===== src/hw/rtl/slfp_pkg.sv =====
`timescale 1ns / 1ps
// ----------------------------------------------------------------------------
// slfp_pkg
// Shared sizes, types, codes and the sequencer program for the sorted list
// engine.
// ----------------------------------------------------------------------------
package slfp_pkg;

   localparam int POOL_SLOTS = 8;
   localparam int SLOT_W     = (POOL_SLOTS > 1) ? $clog2(POOL_SLOTS) : 1;
   localparam int LINK_W     = SLOT_W + 1;
   localparam int STEP_W     = $clog2(POOL_SLOTS + 1);
   localparam int KEY_W      = 8;
   localparam int STATUS_W   = 2;
   localparam int SLOT_OUT_W = 3;
   localparam int PC_W       = 4;

   typedef logic [SLOT_W-1:0]       slot_type;
   typedef logic [LINK_W-1:0]       link_type;
   typedef logic [STEP_W-1:0]       step_type;
   typedef logic signed [KEY_W-1:0] key_type;
   typedef logic [STATUS_W-1:0]     status_type;
   typedef logic [PC_W-1:0]         pc_type;

   localparam link_type LINK_NIL = '1;

   localparam status_type ST_DONE    = 2'd0;
   localparam status_type ST_FULL    = 2'd1;
   localparam status_type ST_MISSING = 2'd2;

   localparam logic MODE_INSERT = 1'b0;
   localparam logic MODE_DELETE = 1'b1;

   // program addresses
   localparam pc_type PC_IDLE      = 4'd0;
   localparam pc_type PC_CHECK     = 4'd1;
   localparam pc_type PC_TEST      = 4'd2;
   localparam pc_type PC_DISPATCH  = 4'd3;
   localparam pc_type PC_ALLOC     = 4'd4;
   localparam pc_type PC_FILL      = 4'd5;
   localparam pc_type PC_LINK_NEW  = 4'd6;
   localparam pc_type PC_DEL_CHECK = 4'd7;
   localparam pc_type PC_UNLINK    = 4'd8;
   localparam pc_type PC_RELEASE   = 4'd9;
   localparam pc_type PC_FULL      = 4'd10;
   localparam pc_type PC_MISS      = 4'd11;
   localparam pc_type PC_REPLY     = 4'd12;

   typedef enum logic [2:0] {
      COND_ALWAYS,
      COND_REQ,
      COND_NO_CUR,
      COND_ADVANCE,
      COND_DELETE,
      COND_NO_FREE,
      COND_MISSING,
      COND_OUT_FREE
   } cond_type;

   typedef enum logic [3:0] {
      ACT_NONE,
      ACT_LOAD,
      ACT_WALK,
      ACT_FILL,
      ACT_LINK_NEW,
      ACT_LINK_NEXT,
      ACT_RELEASE,
      ACT_FULL,
      ACT_MISS,
      ACT_REPLY
   } act_type;

   // rd_en/rd_free: read the pool at cur or at the free head.
   // cond true: jump to target; false: stay or fall through.
   typedef struct packed {
      logic     rd_en;
      logic     rd_free;
      cond_type cond;
      logic     stay;
      pc_type   target;
      act_type  act;
   } ucode_type;

   function automatic logic is_slot(link_type l);
      return l < LINK_W'(POOL_SLOTS);
   endfunction

   function automatic link_type reset_link(slot_type s);
      link_type r;
      if (int'(s) + 1 < POOL_SLOTS) r = LINK_W'(int'(s) + 1);
      else                          r = LINK_NIL;
      return r;
   endfunction

   function automatic ucode_type uword(logic rd_en, logic rd_free, cond_type c,
                                      logic stay, pc_type t, act_type a);
      ucode_type w;
      w.rd_en   = rd_en;
      w.rd_free = rd_free;
      w.cond    = c;
      w.stay    = stay;
      w.target  = t;
      w.act     = a;
      return w;
   endfunction

   function automatic ucode_type ucode_rom(pc_type pc);
      ucode_type w;
      case (pc)
         PC_IDLE:      w = uword(1'b0, 1'b0, COND_REQ,      1'b1, PC_CHECK,     ACT_LOAD);
         PC_CHECK:     w = uword(1'b1, 1'b0, COND_NO_CUR,   1'b0, PC_DISPATCH,  ACT_NONE);
         PC_TEST:      w = uword(1'b0, 1'b0, COND_ADVANCE,  1'b0, PC_CHECK,     ACT_WALK);
         PC_DISPATCH:  w = uword(1'b0, 1'b0, COND_DELETE,   1'b0, PC_DEL_CHECK, ACT_NONE);
         PC_ALLOC:     w = uword(1'b1, 1'b1, COND_NO_FREE,  1'b0, PC_FULL,      ACT_NONE);
         PC_FILL:      w = uword(1'b0, 1'b0, COND_ALWAYS,   1'b0, PC_LINK_NEW,  ACT_FILL);
         PC_LINK_NEW:  w = uword(1'b0, 1'b0, COND_ALWAYS,   1'b0, PC_REPLY,     ACT_LINK_NEW);
         PC_DEL_CHECK: w = uword(1'b0, 1'b0, COND_MISSING,  1'b0, PC_MISS,      ACT_NONE);
         PC_UNLINK:    w = uword(1'b0, 1'b0, COND_ALWAYS,   1'b0, PC_RELEASE,   ACT_LINK_NEXT);
         PC_RELEASE:   w = uword(1'b0, 1'b0, COND_ALWAYS,   1'b0, PC_REPLY,     ACT_RELEASE);
         PC_FULL:      w = uword(1'b0, 1'b0, COND_ALWAYS,   1'b0, PC_REPLY,     ACT_FULL);
         PC_MISS:      w = uword(1'b0, 1'b0, COND_ALWAYS,   1'b0, PC_REPLY,     ACT_MISS);
         PC_REPLY:     w = uword(1'b0, 1'b0, COND_OUT_FREE, 1'b1, PC_IDLE,      ACT_REPLY);
         default:      w = uword(1'b0, 1'b0, COND_ALWAYS,   1'b0, PC_IDLE,      ACT_NONE);
      endcase
      return w;
   endfunction

endpackage


===== src/hw/rtl/sorted_list_in_fixed_pool_core.sv =====
`timescale 1ns / 1ps
// ----------------------------------------------------------------------------
// sorted_list_in_fixed_pool_core
// Ascending linked list of signed byte keys in a fixed slot pool, driven by a
// small microprogram.
// ----------------------------------------------------------------------------
// Each request transaction is one insert or delete and yields one response
// transaction. The pool has a single read port, so the walk reads each list
// entry in PC_CHECK and compares it in PC_TEST. The time from acceptance to
// the next acceptance grows with the number of entries passed before the
// insert point or the match, and with any stall on the response side. The
// request side is stalled from acceptance until the response is registered;
// a finished response may wait on the output while the next request is taken.
// Inserts into a full pool report status 1, deletes of an absent key status 2,
// both with slot 0. Equal keys are inserted ahead of existing equal keys.
module sorted_list_in_fixed_pool_core (
   input  logic                              clock,
   input  logic                              reset,
   input  logic                              req_valid,
   output logic                              req_stall,
   input  logic                              req_mode,
   input  slfp_pkg::key_type                 req_key,
   output logic                              rsp_valid,
   input  logic                              rsp_stall,
   output slfp_pkg::status_type              rsp_status,
   output logic [slfp_pkg::SLOT_OUT_W-1:0]   rsp_slot
);
   import slfp_pkg::*;

   ucode_type  uc;
   logic       taken;
   logic       walk_more;
   pc_type     pc_ff, pc_in;

   logic       mode_ff, mode_in;
   key_type    key_ff, key_in;
   link_type   cur_ff, cur_in;
   link_type   prev_ff, prev_in;
   link_type   free_ff, free_in;
   link_type   head_ff, head_in;
   step_type   steps_ff, steps_in;
   logic       found_ff, found_in;
   status_type status_ff, status_in;
   slot_type   slot_ff, slot_in;

   logic                  rsp_valid_ff, rsp_valid_in;
   status_type            rsp_status_ff, rsp_status_in;
   logic [SLOT_OUT_W-1:0] rsp_slot_ff, rsp_slot_in;

   // pool storage
   key_type         key_mem [POOL_SLOTS];
   link_type        link_mem [POOL_SLOTS];
   logic [POOL_SLOTS-1:0] link_valid_ff;
   key_type         key_rd_ff;
   link_type        link_rd_ff;
   slot_type        rd_addr;

   logic            lw_en;
   slot_type        lw_addr;
   link_type        lw_data;
   logic            kw_en;

   assign uc        = ucode_rom(pc_ff);
   assign req_stall = (uc.act != ACT_LOAD);
   assign rd_addr   = uc.rd_free ? free_ff[SLOT_W-1:0] : cur_ff[SLOT_W-1:0];

   assign walk_more = (steps_ff < STEP_W'(POOL_SLOTS)) &&
                      ((mode_ff == MODE_DELETE) ? (key_rd_ff != key_ff)
                                                : (key_rd_ff < key_ff));

   always_comb begin
      case (uc.cond)
         COND_ALWAYS:   taken = 1'b1;
         COND_REQ:      taken = req_valid;
         COND_NO_CUR:   taken = !is_slot(cur_ff);
         COND_ADVANCE:  taken = walk_more;
         COND_DELETE:   taken = (mode_ff == MODE_DELETE);
         COND_NO_FREE:  taken = !is_slot(free_ff);
         COND_MISSING:  taken = !found_ff;
         COND_OUT_FREE: taken = !rsp_valid_ff || !rsp_stall;
         default:       taken = 1'b0;
      endcase
   end

   always_comb begin
      if (taken)        pc_in = uc.target;
      else if (uc.stay) pc_in = pc_ff;
      else              pc_in = pc_ff + 1'b1;
   end

   always_comb begin
      mode_in       = mode_ff;
      key_in        = key_ff;
      cur_in        = cur_ff;
      prev_in       = prev_ff;
      free_in       = free_ff;
      head_in       = head_ff;
      steps_in      = steps_ff;
      found_in      = found_ff;
      status_in     = status_ff;
      slot_in       = slot_ff;
      rsp_valid_in  = rsp_valid_ff;
      rsp_status_in = rsp_status_ff;
      rsp_slot_in   = rsp_slot_ff;
      lw_en         = 1'b0;
      lw_addr       = cur_ff[SLOT_W-1:0];
      lw_data       = free_ff;
      kw_en         = 1'b0;

      // drop the response once taken
      if (rsp_valid_ff && !rsp_stall) rsp_valid_in = 1'b0;

      case (uc.act)
         ACT_LOAD: begin
            if (taken) begin
               mode_in   = req_mode;
               key_in    = req_key;
               cur_in    = head_ff;
               prev_in   = LINK_NIL;
               steps_in  = '0;
               found_in  = 1'b0;
               status_in = ST_DONE;
               slot_in   = '0;
            end
         end
         ACT_WALK: begin
            found_in = (mode_ff == MODE_DELETE) && (key_rd_ff == key_ff);
            if (taken) begin
               prev_in  = cur_ff;
               cur_in   = link_rd_ff;
               steps_in = steps_ff + 1'b1;
            end
         end
         ACT_FILL: begin
            kw_en   = 1'b1;
            lw_en   = 1'b1;
            lw_addr = free_ff[SLOT_W-1:0];
            lw_data = cur_ff;
            free_in = link_rd_ff;
            slot_in = free_ff[SLOT_W-1:0];
         end
         ACT_LINK_NEW: begin
            if (is_slot(prev_ff)) begin
               lw_en   = 1'b1;
               lw_addr = prev_ff[SLOT_W-1:0];
               lw_data = LINK_W'(slot_ff);
            end else begin
               head_in = LINK_W'(slot_ff);
            end
         end
         ACT_LINK_NEXT: begin
            if (is_slot(prev_ff)) begin
               lw_en   = 1'b1;
               lw_addr = prev_ff[SLOT_W-1:0];
               lw_data = link_rd_ff;
            end else begin
               head_in = link_rd_ff;
            end
         end
         ACT_RELEASE: begin
            lw_en   = 1'b1;
            lw_addr = cur_ff[SLOT_W-1:0];
            lw_data = free_ff;
            free_in = cur_ff;
            slot_in = cur_ff[SLOT_W-1:0];
         end
         ACT_FULL:    status_in = ST_FULL;
         ACT_MISS:    status_in = ST_MISSING;
         ACT_REPLY: begin
            if (taken) begin
               rsp_valid_in  = 1'b1;
               rsp_status_in = status_ff;
               rsp_slot_in   = SLOT_OUT_W'(slot_ff);
            end
         end
         default: ;
      endcase
   end

   always_ff @(posedge clock) begin
      if (reset) begin
         pc_ff         <= PC_IDLE;
         free_ff       <= '0;
         head_ff       <= LINK_NIL;
         rsp_valid_ff  <= 1'b0;
         link_valid_ff <= '0;
      end else begin
         pc_ff        <= pc_in;
         free_ff      <= free_in;
         head_ff      <= head_in;
         rsp_valid_ff <= rsp_valid_in;
         if (lw_en) link_valid_ff[lw_addr] <= 1'b1;
      end
   end

   always_ff @(posedge clock) begin
      mode_ff       <= mode_in;
      key_ff        <= key_in;
      cur_ff        <= cur_in;
      prev_ff       <= prev_in;
      steps_ff      <= steps_in;
      found_ff      <= found_in;
      status_ff     <= status_in;
      slot_ff       <= slot_in;
      rsp_status_ff <= rsp_status_in;
      rsp_slot_ff   <= rsp_slot_in;
   end

   // pool: one write per array, registered read at one address
   always_ff @(posedge clock) begin
      if (kw_en) key_mem[free_ff[SLOT_W-1:0]] <= key_ff;
      if (lw_en) link_mem[lw_addr] <= lw_data;
      if (uc.rd_en) begin
         key_rd_ff  <= key_mem[rd_addr];
         link_rd_ff <= link_valid_ff[rd_addr] ? link_mem[rd_addr] : reset_link(rd_addr);
      end
   end

   assign rsp_valid  = rsp_valid_ff;
   assign rsp_status = rsp_status_ff;
   assign rsp_slot   = rsp_slot_ff;

endmodule


===== config.mk =====
export PLATFORM = sky130hd
export DESIGN_NAME = sorted_list_in_fixed_pool_core
export DESIGN_NICKNAME = d
export VERILOG_FILES = /design/src/hw/rtl/slfp_pkg.sv /design/src/hw/rtl/sorted_list_in_fixed_pool_core.sv
export SDC_FILE = /design/constraint.sdc
export NUM_CORES = 1
export LEC_CHECK = 0
export ABC_AREA = 1
export ABC_CLOCK_PERIOD_IN_PS = 2300
export BUFFER_PORTS_ARGS = -buffer_cell sky130_fd_sc_hd__buf_2
export CAP_MARGIN = 20
export CELL_PAD_IN_SITES_DETAIL_PLACEMENT = 1
export CELL_PAD_IN_SITES_GLOBAL_PLACEMENT = 1
export CORE_MARGIN = 10
export CORE_UTILIZATION = 45
export CTS_CLUSTER_DIAMETER = 120
export CTS_CLUSTER_SIZE = 30
export DETAILED_ROUTE_END_ITERATION = 8
export HOLD_SLACK_MARGIN = 0.1
export PLACE_DENSITY = 0.77
export SLEW_MARGIN = 20
export SYNTH_ARGS = -nofsm -noshare
export SYNTH_HDL_FRONTEND = slang
export SYNTH_SLANG_ARGS = --single-unit

===== constraint.sdc =====
create_clock -name clock -period 2.3 [get_ports clock]
set_input_delay 0.23 -clock clock [delete_from_list [all_inputs] [get_ports clock]]
set_output_delay 0.23 -clock clock [all_outputs]
set_load 0.1 [all_outputs]

==> impl_metrics.env <==
export IMPL_synth_yosys_warnings=0
export IMPL_p_int_mw=8.07
export IMPL_synthesis_stage_register_bit_count=175
export IMPL_die_width_um=150
export IMPL_maxSlewHeadroom_pct=41.5
export IMPL_total_switching_power_mw=5.83
export IMPL_place_worst_setup_slack_ns=-0.233
export IMPL_critPathMaxFanout=8
export IMPL_root_buffer="clkbuf_16"
export IMPL_pin_count=20
export IMPL_nNetsFinal=834
export IMPL_timing_final_crit_period_ns=2.65
export IMPL_drive_gt1_share_pct=25.0
export IMPL_place_detailed_instances=983
export IMPL_layout_cells_non_filler=1037
export IMPL_vias_after_detailed_routing=5759
export IMPL_grt_antenna_before_repair=0
export IMPL_antennaDiodeCount=0
export IMPL_r2r_start="key_rd_ff[4]"
export IMPL_drc=0
export IMPL_post_route_period_util_pct=115
export IMPL_setup_viol=42
export IMPL_worst_skew_pair_late_latency_ns=0.43
export IMPL_start_kind="flop"
export IMPL_crit_start="key_rd_ff[4]"
export IMPL_synth_cell_area_um2=7600
export IMPL_critPathKind="reg2reg"
export IMPL_drt_initial_drc_count=467
export IMPL_crit_path_end_kind="flop"
export IMPL_synth_lib_cells_used_distinct=39
export IMPL_wirelength_mm=22.0
export IMPL_drt_pre_antenna_iters=5
export IMPL_share_comb_of_total_power_pct=45.5
export IMPL_finalHoldViolCount=0
export IMPL_outcome="complete, but fails checks"
export IMPL_core_area_um2=16600
export IMPL_seq_power_share_pct=34.5
export IMPL_timing_final_ws_setup_ns=-0.353
export IMPL_seq_area_frac_synth_pct=64.5
export IMPL_routabilityCongestion=0.895
export IMPL_floorplan_initialDensity_pct=45.8
export IMPL_synth_xor_xnor_area_share_pct=0.461
export IMPL_netlist_instances=725
export IMPL_final_max_slew_viol_count=0
export IMPL_violations="negative setup slack"
export IMPL_critical_path_required_ns=2.62
export IMPL_synth_compound_area_share_pct=10.3
export IMPL_clkPwrFrac_pct=20.0
export IMPL_routedWlPerCell_um=21.2
export IMPL_fp_row_count=47
export IMPL_grt_max_degree=45
export IMPL_synth_nets=753
export IMPL_vias_per_cell=5.55
export IMPL_drv_max_cap_violation_count=0
export IMPL_post_layout_total_power_mw=13.9
export IMPL_vdd_drop_max_v=0.000960
export IMPL_min_path_type="in2reg"
export IMPL_timing_critical_path_arrival_ns=2.97
export IMPL_synth_area_mux_share_pct=0
export IMPL_place_port_buffers=19
export IMPL_fillCellCount=1787
export IMPL_grt_overflow_total=0
export IMPL_most_common_layout_cells="140 x edfxtp_1, 118 x nor2_1, 106 x nand2_1"
export IMPL_vias_in_the_first_global_route=5991
export IMPL_switching_part_of_the_total_power_pct=41.9
export IMPL_design_die_area_um2=22500
export IMPL_die_y_um=150
export IMPL_cts_buffers_inserted=17
export IMPL_p_per_area_nw_per_um2=1490
export IMPL_fmax_ghz=0.377
export IMPL_tightestPinTransition_ns=0.874
export IMPL_hold_path_startpoint="rsp_stall"
export IMPL_utilization_pct=56.4
export IMPL_basic_gate_share_of_the_synthesized_area_counting_and_or_nand_and_nor_cells_pct=17.2
export IMPL_postSynthAreaPerCell_um2=10.5
export IMPL_totalNegativeSetupSlack_ns=-4.91
export IMPL_clkSinkCount=175
export IMPL_synth_top_family_by_area="simple AND/OR/NAND/NOR gates"
export IMPL_most_common_library_cell_in_the_layout_ignoring_fill_and_taps="edfxtp_1"
export IMPL_dp_final_hpwl_mm=13.5
export IMPL_grt_total_usage_pct=18.6
export IMPL_max_buffers_root_to_sink=2
export IMPL_area_growth_syn_to_layout_pct=23.0
export IMPL_cts_htree_levels=4
export IMPL_grt_setup_unrepaired="yes"
export IMPL_synthAdderAreaFrac_pct=2.47
export IMPL_cts_tree="yes"
export IMPL_ant_nets=0
export IMPL_leakagePower_nw=3.61
export IMPL_skew_ns=0.0162
export IMPL_grt_pass1_wl_mm=32.4
export IMPL_clkTransAtPathRegs_ns=0.07
routing by layer:
metal	GRT usage [%]	share of wire [%]
met2	33.0	54
met5	0	0
met1	22.5	40
met4	5.64	1.9
met3	3.23	4.0
what timing repair did:
action | CTS | global route
endpoints found under the hold margin | 9 | 0
buffers inserted | 5 | 9
hold buffers | 9 | 0
pin swaps | 11 | 17
endpoints found under the setup margin | 44 | 75
cloned | 1 | 0
resized for setup | 24 | 53
cell usage after synthesis:
library cell  instances  area (um^2)
o21ai_0              56          280
o21ai_2               2         17.5
nand3_2               1         10.0
a21oi_4               1         16.3
o21ai_1               7         35.0
nor4_4                1         21.3
inv_1                64          240
clkbuf_1             13         48.8
nand4_2               1         12.5
buf_4                 2         15.0
xor2_1                3         26.3
and3_1                1         6.26
a221oi_2              1         15.0
nor3_1                7         35.0
nor2_2                2         12.5
nand2_2               8         50.1
a21oi_1              18         90.1
a32oi_1               2         17.5
xnor2_1               1         8.76
nand2_4               4         45.0
edfxtp_1            140         4200
o221ai_1              1         8.76
dfxtp_1              35          701
o2111ai_1             1         8.76
buf_2                 6         30.0
or2_1                 1         6.26
inv_2                 9         33.8
a221oi_4              2         52.6
o22ai_1              16          100
a21o_1                1         7.51
nor2_1              129          484
nand2_1             123          462
nand3_1              28          140
a22oi_1               1         7.51
nor2_4                2         22.5
ha_1                 15          188
buf_6                 1         11.3
o211ai_1              8         60.1
a31oi_1              11         68.8
power groups by stage:
stage | Sequential (mW) | Combinational (mW) | Clock, mW
after floorplan | 4.68 | 3.31 | 0
after detailed placement | 4.78 | 5.00 | 0
after CTS | 4.73 | 5.47 | 2.79
after global placement | 4.75 | 4.73 | 0
final | 4.79 | 6.32 | 2.78
after global routing | 4.83 | 6.87 | 2.95
flip-flops by register name, indices dropped and copies added (netlist names), 8 cells and up:
register       flops
key_mem           64
link_mem          32
uc                14
key_ff             8
key_rd_ff          8
link_valid_ff      8
per-stage QoR:
| stage | hold slack (ns) | area [um^2] |
|---|---|---|
| 5_1_grt | 0.115 | 9350 |
| 4_1_cts | 0.100 | 9080 |
| 3_3_place_gp | 0.406 | 8270 |
| 6_report | 0.0979 | 9350 |
| 2_1_floorplan | 0.304 | 7650 |
| 3_5_place_dp | 0.410 | 8270 |
final timing paths:
kind | endpoint | slack [ns] | depth (start not counted)
setup / recovery | uc[10] | -0.35 | 17
setup reg to reg | uc[10] | -0.35 | 17
hold / removal | rsp_valid | 0.1 | 3
hold reg to reg | rsp_status[1] | 0.43 | 0
worst max-delay path, cell delays in order (launching register included):
cell	delay (ns)
edfxtp_1	0.40
ha_1	0.33
nand2_1	0.13
nor2_1	0.18
nand2_2	0.09
nand3_1	0.10
nand3_2	0.09
nand2_2	0.11
nand2_4	0.11
o21ai_4	0.23
nand2_4	0.08
nand2_4	0.10
inv_2	0.07
ha_4	0.16
inv_2	0.06
nand3_1	0.11
nand3_1	0.11
nand2_1	0.07
cell families (layout without fill, tap and decap cells):
logic type / Yosys count / in the layout
flip-flops: 175 / 175
buffers and inverters: 95 / 186
XOR/XNOR: 4 / 4
AND/OR/NAND/NOR: 308 / 309
AO/OA/AOI/OAI: 128 / 128
adder cells (fa/ha/maj): 15 / 15
final cells by class:
class	count	area, um^2	area share, %
inverters	73	287	3.06
multi-input cells	456	2670	28.6
well taps	220	275	2.94
clock buffers	18	429	4.59
repair buffers	83	651	6.96
clock inverters	12	131	1.41
flip-flops and latches	175	4910	52.5
Note: power is estimated with default switching activity, not from simulation.
